<file path="config.mk">
export PLATFORM = sky130hd
export DESIGN_NAME = uvs_divider
export DESIGN_NICKNAME = d
export VERILOG_FILES = /design/src/design/uv_sphere_vertex_generator_defines.svh /design/src/design/uvs_pkg.sv /design/src/design/uvs_divider.sv
export SDC_FILE = /design/constraint.sdc
export NUM_CORES = 1
export LEC_CHECK = 0
export ABC_AREA = 1
export ABC_CLOCK_PERIOD_IN_PS = 2200
export BUFFER_PORTS_ARGS = -buffer_cell sky130_fd_sc_hd__buf_2
export CORE_ASPECT_RATIO = 2
export CORE_MARGIN = 2
export CORE_UTILIZATION = 56
export CTS_BUF_LIST = sky130_fd_sc_hd__clkbuf_8
export DETAILED_ROUTE_END_ITERATION = 6
export PLACE_DENSITY = 0.77
export SLEW_MARGIN = 40
export SYNTH_ARGS = -nofsm -noshare
export SYNTH_HDL_FRONTEND = slang
export SYNTH_SLANG_ARGS = --single-unit
</file>
<file path="constraint.sdc">
create_clock -name clk_i -period 2.2 [get_ports clk_i]
set_input_delay 0 -clock clk_i [delete_from_list [all_inputs] [get_ports clk_i]]
set_output_delay 0 -clock clk_i [all_outputs]
set_load 0.05 [all_outputs]
</file>
<file path="src/design/uv_sphere_vertex_generator_defines.svh">
// Assertion macros shared by the sphere vertex generator.
// Depends on nothing; included by the top level only.
`ifndef UV_SPHERE_VERTEX_GENERATOR_DEFINES_SVH
`define UV_SPHERE_VERTEX_GENERATOR_DEFINES_SVH
// Checks a property on every clock edge outside reset.
`define UVS_ASSERT(lbl, prop, msg) \
  lbl: assert property (@(posedge clk_i) disable iff (!rst_ni) (prop)) else $error(msg);
// Checks that a condition implies another one in the next cycle.
`define UVS_ASSERT_NEXT(lbl, ante, cons, msg) \
  lbl: assert property (@(posedge clk_i) disable iff (!rst_ni) (ante) |=> (cons)) \
    else $error(msg);
`endif

</file>
<file path="src/design/uvs_pkg.sv">
// Package of the sphere vertex generator: widths, CORDIC constants and types.
// Depends on nothing.
package uvs_pkg;
  localparam int AngleBitsDef = 16;
  localparam int CoordFracDef = 8;
  localparam int CordicSteps = 28;
  localparam logic signed [33:0] CordicInit = 34'sd652032874;
  localparam int CoordLimit = 65535;
  localparam logic [1:0] CfgRadius = 2'd0;
  localparam logic [1:0] CfgSlices = 2'd1;
  localparam logic [1:0] CfgStacks = 2'd2;

  function automatic logic signed [33:0] atan_turn(input int i);
    logic signed [33:0] t;
    case (i)
      0: t = 34'sd536870912;  1: t = 34'sd316933406;  2: t = 34'sd167458907;
      3: t = 34'sd85004756;   4: t = 34'sd42667331;   5: t = 34'sd21354465;
      6: t = 34'sd10679838;   7: t = 34'sd5340245;    8: t = 34'sd2670163;
      9: t = 34'sd1335087;    10: t = 34'sd667544;    11: t = 34'sd333772;
      12: t = 34'sd166886;    13: t = 34'sd83443;     14: t = 34'sd41722;
      15: t = 34'sd20861;     16: t = 34'sd10430;     17: t = 34'sd5215;
      18: t = 34'sd2608;      19: t = 34'sd1304;      20: t = 34'sd652;
      21: t = 34'sd326;       22: t = 34'sd163;       23: t = 34'sd81;
      24: t = 34'sd41;        25: t = 34'sd20;        26: t = 34'sd10;
      27: t = 34'sd5;
      default: t = '0;
    endcase
    return t;
  endfunction

  typedef struct packed {
    logic        err;
    logic        quad;
    logic [15:0] f;
    logic [15:0] s;
    logic [15:0] radius;
  } side_t;
endpackage

</file>
<file path="src/design/uvs_divider.sv">
// Pipelined restoring divider: quotient of num by den, one bit per stage.
// Depends on uvs_pkg; used by the top level for the angle fractions.
module uvs_divider import uvs_pkg::*; #(
  parameter int NumBits = 26,
  parameter int DenBits = 9,
  parameter int TagBits = 1
) (
  input  logic               clk_i,
  input  logic               rst_ni,
  input  logic               en_i,
  input  logic               valid_i,
  input  logic [NumBits-1:0] num_i,
  input  logic [DenBits-1:0] den_i,
  input  logic [TagBits-1:0] tag_i,
  output logic               valid_o,
  output logic [NumBits-1:0] quot_o,
  output logic [TagBits-1:0] tag_o
);
  logic               vld_q [NumBits+1];
  logic [NumBits-1:0] num_q [NumBits+1];
  logic [DenBits:0]   rem_q [NumBits+1];
  logic [DenBits-1:0] den_q [NumBits+1];
  logic [TagBits-1:0] tag_q [NumBits+1];

  always_comb begin
    num_q[0] = num_i;
    rem_q[0] = '0;
    den_q[0] = den_i;
    tag_q[0] = tag_i;
    vld_q[0] = valid_i;
  end

  for (genvar k = 0; k < NumBits; k++) begin : g_stage
    logic [DenBits+1:0] trial;
    logic [DenBits:0]   rem_d;
    logic [NumBits-1:0] num_d;
    always_comb begin
      trial = {rem_q[k], num_q[k][NumBits-1]};
      num_d = {num_q[k][NumBits-2:0], 1'b0};
      if (trial >= {2'b00, den_q[k]}) begin
        rem_d = (DenBits+1)'(trial - {2'b00, den_q[k]});
        num_d[0] = 1'b1;
      end else begin
        rem_d = trial[DenBits:0];
      end
    end
    always_ff @(posedge clk_i or negedge rst_ni) begin
      if (!rst_ni) begin
        vld_q[k+1] <= 1'b0;
      end else if (en_i) begin
        vld_q[k+1] <= vld_q[k];
      end
    end
    always_ff @(posedge clk_i) begin
      if (en_i) begin
        num_q[k+1] <= num_d;
        rem_q[k+1] <= rem_d;
        den_q[k+1] <= den_q[k];
        tag_q[k+1] <= tag_q[k];
      end
    end
  end

  assign valid_o = vld_q[NumBits];
  assign quot_o  = num_q[NumBits];
  assign tag_o   = tag_q[NumBits];
endmodule

</file>
Word-level counts from Yosys, hierarchy flattened
Cells that the tools add are included.

Register bits: 1203. Bits of input ports: 40. Output and inout bits: 28. Logic and storage cells: 231.

Add/subtract/negate cells: 25. Magnitude comparators: 26. Mux-type cells: 51.

Operator list (count): $ge 11x9->1 (25); $mux 10 (24); $sub 10x9->10 (24); $mux 1 (27); $sub 1x9->10 (1); $ge 1x9->1 (1).

Logic depth before layout (Yosys ltp)
Gate-level depths: netlist of run 1.

Word-level depth: 2. Depth in mapped cells: 14.

Worst setup path after synthesis of run 1
Ideal clock, no wire load.

Path kind: reg2reg. Start: register num_q (netlist bit g_stage[2].trial[0]). End: register rem_q (netlist bit g_stage[3].trial[9]) (data pin). Arrival time: 1.532 ns. Data required time: 1.948 ns. Slack: 0.416 ns. Cell stages (with the launch flop): 13. Path buffers: 0. Clock period less this slack: 1.784 ns. Cells stage by stage: edfxtp_1 inv_1 ha_1 inv_1 fa_1 nand3_1 nand3_1 nand2_1 nand2_1 nand2_1 nand2_1 nand2_1 nand2_1.

Longest elaborated chain between the ends: 2. Elaborated cells between the ends (all ways): 3. Those cells by class: add/sub: 1; order compare: 1; mux: 1.

RTL lines: start: declaration (line uvs_divider.sv:20) `logic [NumBits-1:0] num_q [NumBits+1];`; start signal: indexed assignment (line uvs_divider.sv:56) `num_q[k+1] <= num_d;`; $sub 10x9->10 or $ge 11x9->1 (tied branches) (line uvs_divider.sv:41, uvs_divider.sv:40); $mux 10 (*) (line uvs_divider.sv:40) `if (trial >= {2'b00, den_q[k]}) begin`; net g_stage[2].rem_d[8] (line uvs_divider.sv:35) `logic [DenBits:0] rem_d;`; end signal: indexed assignment (line uvs_divider.sv:57) `rem_q[k+1] <= rem_d;`; end: declaration (line uvs_divider.sv:21) `logic [DenBits:0] rem_q [NumBits+1];`.

Mark *: on every way through the listed nets, which the timed path passes. The rest lies on a longest branch. A chain may end at the register's enable or synchronous reset.

Final worst setup path of run 1
Start: register den_q[166] in the netlist's numbering. End: register rem_q (netlist bit g_stage[9].trial[5]) (data pin).

Longest elaborated chain between the ends: 2. Elaborated cells between the ends (all ways): 3. Those cells by class: add/sub: 1; order compare: 1; mux: 1.

RTL lines: start: declaration (line uvs_divider.sv:22) `logic [DenBits-1:0] den_q [NumBits+1];`; start signal: indexed assignment (line uvs_divider.sv:58) `den_q[k+1] <= den_q[k];`; $sub 10x9->10 or $ge 11x9->1 (tied branches) (line uvs_divider.sv:41, uvs_divider.sv:40); $mux 10 (*) (line uvs_divider.sv:40); net g_stage[8].rem_d[4] (line uvs_divider.sv:35).

Marks and branches as above.

==> results.tsv, run 1 <==
metric	value	unit
status	completed	
routabilityCongestion	0.896	
die_x	223	um
overflow	0	
fin_cells	6513	
synth_top_area_frac	0.660	
drtAntennaViolNets	0	
setup_viol	0	
hold_path_class	input pin to flop	
multiInputGateArea	14500	um2
postSynth.asyncResetShare	0.0216	
worstSetupEndpointType	flop	
synthCells	4775	
route.vias.total	33500	
routed_wl	108	mm
drc_errors	0	
netlist_top_cells_count	1,631 x nand2_1, 1,177 x edfxtp_1, 784 x inv_1, 258 x nand3_1, 227 x ha_1	
power.leakage	27.0	nW
drt_iter0_drc	1777	
dpl-instance-area	56000	um2
cp.required	2880	ps
grt_antenna_before_repair	1	
placed_cells	6124	
clk_pin_slew	70	ps
io_pins	68	
synthesis.nets	5066	
path_max_fanout	6	
area_growth	12.7	%
synth_area_per_cell	11.2	um2
pwr-share-comb	0.337	
initial_core_util	0.564	
min_period_over_period	0.988	
fillers	7287	
htreeDepth	4	
fin_crit	2170	ps
cts_root_buf	clkbuf_8	
fin_area	60300	um2
die_y	441	um
drt_first_pass_iters	6	
finalClockSkew	38.7	ps
power_frac_clock	0.227	
drv_slew	0	
clock_latency	880	ps
cts_buffers	161	
ys_types	36	
internal_power	47.0	mW
worst_setup_path_start_kind	flop	
hpwlAfterDp	76.5	mm
track_usage	0.223	
synthTopCellsByArea	edfxtp_1 66%, nand2_1 11%, inv_1 5.5%	
synth_ff_type	edfxtp_1	
viasPerCell	5.15	
path_class	flop to flop	
power.density	1220	nW/um2
clock_sinks	1203	
rows	160	
synth_seq_area_share	0.672	
slew_headroom	0.495	
routedWlPerCell	16.6	um
grt_pass1_vias	35000	
yosysMostFrequentCell	nand2_1	
io_buffer_count	67	
grt_first_pass_wirelength	168	mm
core_area	94900	um2
synth_area_leader_cell	edfxtp_1	
dieArea	98200	um2
clock.fmax	460	MHz
grt_max_degree	135	
switching_share	0.360	
power.net_switching	26.4	mW
tightest_slew	758	ps
maxCapViolCount	0	
yosysWarnings	0	
syn-cell-area	53500	um2
cts_tree	built	
place_ws	-30.2	ps
hold_viol	0	
utilization	0.636	
ir_drop	1.04	mV
finalNetCount	5458	
fin_ws	27.2	ps
seqCellArea	36000	um2
cts_buffer_depth	3	
pwr-share-seq	0.436	
whs	132	ps
layout-drive-gt1-share	0.109	
crit_arrival	2860	ps
synth_seq_cells	1203	
synth_edf_count	1177	
## state kept, by name, indices dropped and copies added, names as in the netlist
name and flops:
den_q 225, vld_q 25, g_stage.num_d 625, tag_q 25, tag_o 1, quot_o 26
g_stage.trial 275, valid_o 1
## power groups by stage
stage | Clock (mW) | Combinational [mW] | Sequential, mW
floorplan | 0 | 17.2 | 31.7
global placement | 0 | 23.2 | 32.3
detailed placement | 0 | 23.7 | 32.4
CTS | 17.1 | 24.0 | 32.0
global route | 18.0 | 27.7 | 32.3
finish | 16.6 | 24.7 | 32.0
## worst paths after layout
kind,start,end,slack (ps),depth (start not counted)
max,den_q[166],g_stage[9].trial[5],30,10
max in group asynchronous,rst_ni,vld_q[13],1870,4
min reg2reg,g_stage[23].num_d[3],g_stage[24].num_d[4],390,0
min in group asynchronous,rst_ni,valid_o,170,4
min,den_i[3],g_stage[1].trial[10],130,4
max reg2reg,den_q[166],g_stage[9].trial[5],30,10
## what timing repair did
action | 4_1_cts | 5_1_grt
pin swaps | 0 | 6
buffers inserted | 0 | 14
cloned | 0 | 1
hold buffers | 80 | 0
endpoints found under the hold margin | 1235 | 0
endpoints found under the setup margin | 1 | 111
resized for setup | 1 | 43
## cell families after synthesis
group,share of synthesized area
XOR/XNOR,0.0121
AO/OA/AOI/OAI,0.0248
AND/OR/NAND/NOR,0.168
flip-flops,0.672
buffers and inverters,0.0607
adder cells (fa/ha/maj),0.0620
## routing by layer
| layer | wire length [um] | vias up | track usage | part of all wire |
|---|---|---|---|---|
| met2 | 62200 | 901 | 0.452 | 0.58 |
| met4 | 8780 | 0 | 0.178 | 0.081 |
| met3 | 3580 | 490 | 0.0392 | 0.033 |
| met5 | 0 | - | 0 | 0 |
| met1 | 33400 | 15700 | 0.180 | 0.31 |
| li1 | - | 16500 | - | - |
## layout by cell type (no fill, tap or decap), drive strengths merged
cell and count:
a211oi 1, a21boi 4, a21oi 138, a31oi 4, buf 180, bufinv 10, clkbuf 161, clkinv 65
clkinvlp 5, dfrtp 26, diode 1, dlygate4sd3 79, edfxtp 1177, fa 24, ha 227, inv 851
nand2 1700, nand3 261, nand4 31, nor2 182, nor3 21, nor4 1, o21ai 58, o21bai 5
or2 11, or3 1, xnor2 5, xor2 69
## area by class of cell
type / instances / area share
Clock buffer: 161 / 0.0367
Timing Repair Buffer: 259 / 0.0360
Sequential cell: 1203 / 0.597
Clock inverter: 132 / 0.0158
Antenna cell: 1 / 0.0000415
Inverter: 799 / 0.0497
Multi-Input combinational cell: 2743 / 0.240
Tap cell: 1215 / 0.0252
## critical path: stages, from the launching register on
cell and delay (ps):
edfxtp_1 440, inv_2 150, ha_2 320, nand2_1 80, nand2_1 90, a21oi_2 200, nand2_2 90, a21oi_2 210
buf_4 190, nand2_1 50, nand2_1 170
## stage by stage
stage,setup TNS (ps),total power [mW]
after floorplan,0,48.9
after global placement,0,55.5
after detailed placement,-30.2,56.2
after CTS,0,73.1
after global routing,-65.3,78.0
final,0,73.3
Power figures use the tool's default switching activity.
==> run 2: changes to the inputs <==
- ABC_CLOCK_PERIOD_IN_PS: 2200 -> 2350
- SETUP_SLACK_MARGIN: unset -> 0.2
- clock period: 2.2 -> 2.35 ns (I/O delays scaled with it)
==> results.tsv, run 2 (same netlist as run 1, synthesis figures left out) <==
metric	value	unit	change
grt_pass1_vias	34300		-1.9%
drt_iter0_drc	1688		-5.0%
routabilityCongestion	0.924		+3.1%
power_frac_clock	0.239		+0.012
hold_path_class	input pin to flop		
core_area	94900	um2	unchanged
pwr-share-seq	0.431		-0.005
rows	160		unchanged
area_growth	12.9	%	
worstSetupEndpointType	flop		
cts_root_buf	clkbuf_8		
cts_buffers	163		+1.2%
maxCapViolCount	0		unchanged
rsz0062_at_grt	yes		
pwr-share-comb	0.330		-0.007
seqCellArea	36000	um2	unchanged
layout-drive-gt1-share	0.109		+0.000570
power.leakage	26.9	nW	-0.48%
drc_errors	1		+1
internal_power	44.9	mW	-4.3%
cp_cell_sequence	ha_4 > nand2_2 > nand2_1 > a21oi_2 > nand2_2 > nand2_1 > nand2_4 > nand2_1 > nand2_1		
clock_latency	860	ps	-20 ps
crit_top_cell	nand2_1		
cp.required	2900	ps	+20 ps
cp_slowest_cell	edfxtp_1		
crit_arrival	2710	ps	-150 ps
cts_tree	built		
crit_buf_inv	0		-2
slew_headroom	0.530		+0.0351
drv_slew	0		unchanged
fin_cells	6467		-0.71%
dieArea	98200	um2	unchanged
hold_viol	0		unchanged
placed_cells	6072		-0.85%
clock.fmax	463	MHz	+0.57%
drtAntennaViolNets	0		unchanged
crit_family	simple AND/OR/NAND/NOR gates		
io_pins	68		unchanged
multiInputGateArea	14700	um2	+1.5%
finalNetCount	5414		-0.81%
clk_pin_slew	70	ps	about the same
drt_first_pass_iters	7		+1
initial_core_util	0.564		unchanged
path_max_fanout	10		+4
p_total	69.5	mW	-5.3%
grt_antenna_before_repair	1		unchanged
ir_drop	0.815	mV	-21%
status	complete, but fails checks		
fillers	7198		-1.2%
finalClockSkew	38.8	ps	+0.0701 ps
switching_share	0.353		-0.00672
grt_first_pass_wirelength	166	mm	-1.2%
tightest_slew	705	ps	-52.7 ps
htreeDepth	4		unchanged
routedWlPerCell	16.4	um	-1.0%
routed_wl	106	mm	-1.7%
critPathMaxStageDelay	500	ps	+60 ps
grt_max_degree	126		-6.7%
violations	design-rule violations		
worst_setup_path_start_kind	flop		
viasPerCell	5.17		+0.41%
power.density	1150	nW/um2	-5.4%
mostFrequentLayoutCells	1,615 x nand2_1, 1,177 x edfxtp_1, 814 x inv_1		
hpwlAfterDp	75.0	mm	-2.0%
io_buffer_count	67		unchanged
die_x	223	um	unchanged
die_y	441	um	unchanged
setup_viol	0		unchanged
clock_sinks	1203		unchanged
power.net_switching	24.5	mW	-7.0%
fin_crit	2160	ps	-12.4 ps
track_usage	0.219		-0.00321
cts_buffer_depth	3		unchanged
path_class	flop to flop		
min_period_over_period	0.919		-0.0683
largest_reg_flops	625		unchanged
tns	0	ps	unchanged
final_common_cell	nand2_1		
overflow	0		unchanged
route.vias.total	33400		-0.30%
==> run 2: cell types whose count changed in the layout (fill, tap and decap cells not counted), moves of 8 or more <==
cell       before  now
buf_4          98   53
bufinv_16      10   20
ha_1          222  212
ha_2            5   13
inv_1         825  814
nand2_4         8   16
==> run 2: what timing repair did <==
| action | in CTS | in global routing |
|---|---|---|
| setup endpoints to repair | 25 | 170 |
| hold buffers | 80 | 0 |
| pin swaps | 2 | 8 |
| endpoints found under the hold margin | 1179 | 0 |
| gates resized for setup | 8 | 90 |
| buffers inserted | 5 | 16 |
| cloned | 0 | 0 |
==> run 2: layer usage <==
metal / GRT usage / routed length (um)
met5: 0 / 0
met4: 0.176 / 8750
met3: 0.0410 / 3970
met2: 0.438 / 60700
met1: 0.183 / 32700
==> run 2: worst min-delay path, stage by stage <==
cell and delay, ps:
dlygate4sd3_1 560, buf_8 190, nand2_1 80, o21ai_0 70
==> run 2: final timing paths <==
kind / startpoint / end / slack (ps) / cells after the start
setup / recovery: g_stage[9].trial[4] / g_stage[10].trial[4] / 190 / 9
setup reg to reg: g_stage[9].trial[4] / g_stage[10].trial[4] / 190 / 9
hold reg to reg: g_stage[20].num_d[22] / g_stage[21].num_d[23] / 400 / 0
hold / removal: en_i / vld_q[19] / 130 / 4
min in group asynchronous: rst_ni / vld_q[8] / 190 / 4
max in group asynchronous: rst_ni / vld_q[16] / 2010 / 4
==> run 2: through the flow <==
step | hold WS (ps) | setup slack, ps | utilization | cell area [um2]
2_1_floorplan | -296 | 566 | - | 53500
3_3_place_gp | 11.3 | 186 | 0.586 | 55600
3_5_place_dp | 19.4 | 83.0 | 0.586 | 55600
4_1_cts | 14.6 | 131 | 0.631 | 59900
5_1_grt | 60.8 | 107 | 0.637 | 60400
6_report | 128 | 190 | 0.637 | 60400
==> run 2: cell type report <==
| cell class | count | share of cell area |
|---|---|---|
| timing repair buffer | 214 | 0.0304 |
| inverter | 799 | 0.0496 |
| clock inverter | 127 | 0.0184 |
| tap | 1215 | 0.0252 |
| sequential | 1203 | 0.596 |
| antenna | 1 | 0.0000414 |
| clock buffer | 166 | 0.0378 |
| multi-input combinational | 2742 | 0.243 |
==> run 2: power groups by stage <==
stage	Sequential, mW	Combinational (mW)	Clock (mW)
after floorplan	29.6	16.1	0
after global placement	30.2	21.1	0
after detailed placement	30.4	21.6	0
after CTS	29.9	22.0	17.1
after global routing	30.2	25.8	17.9
final	30.0	22.9	16.6
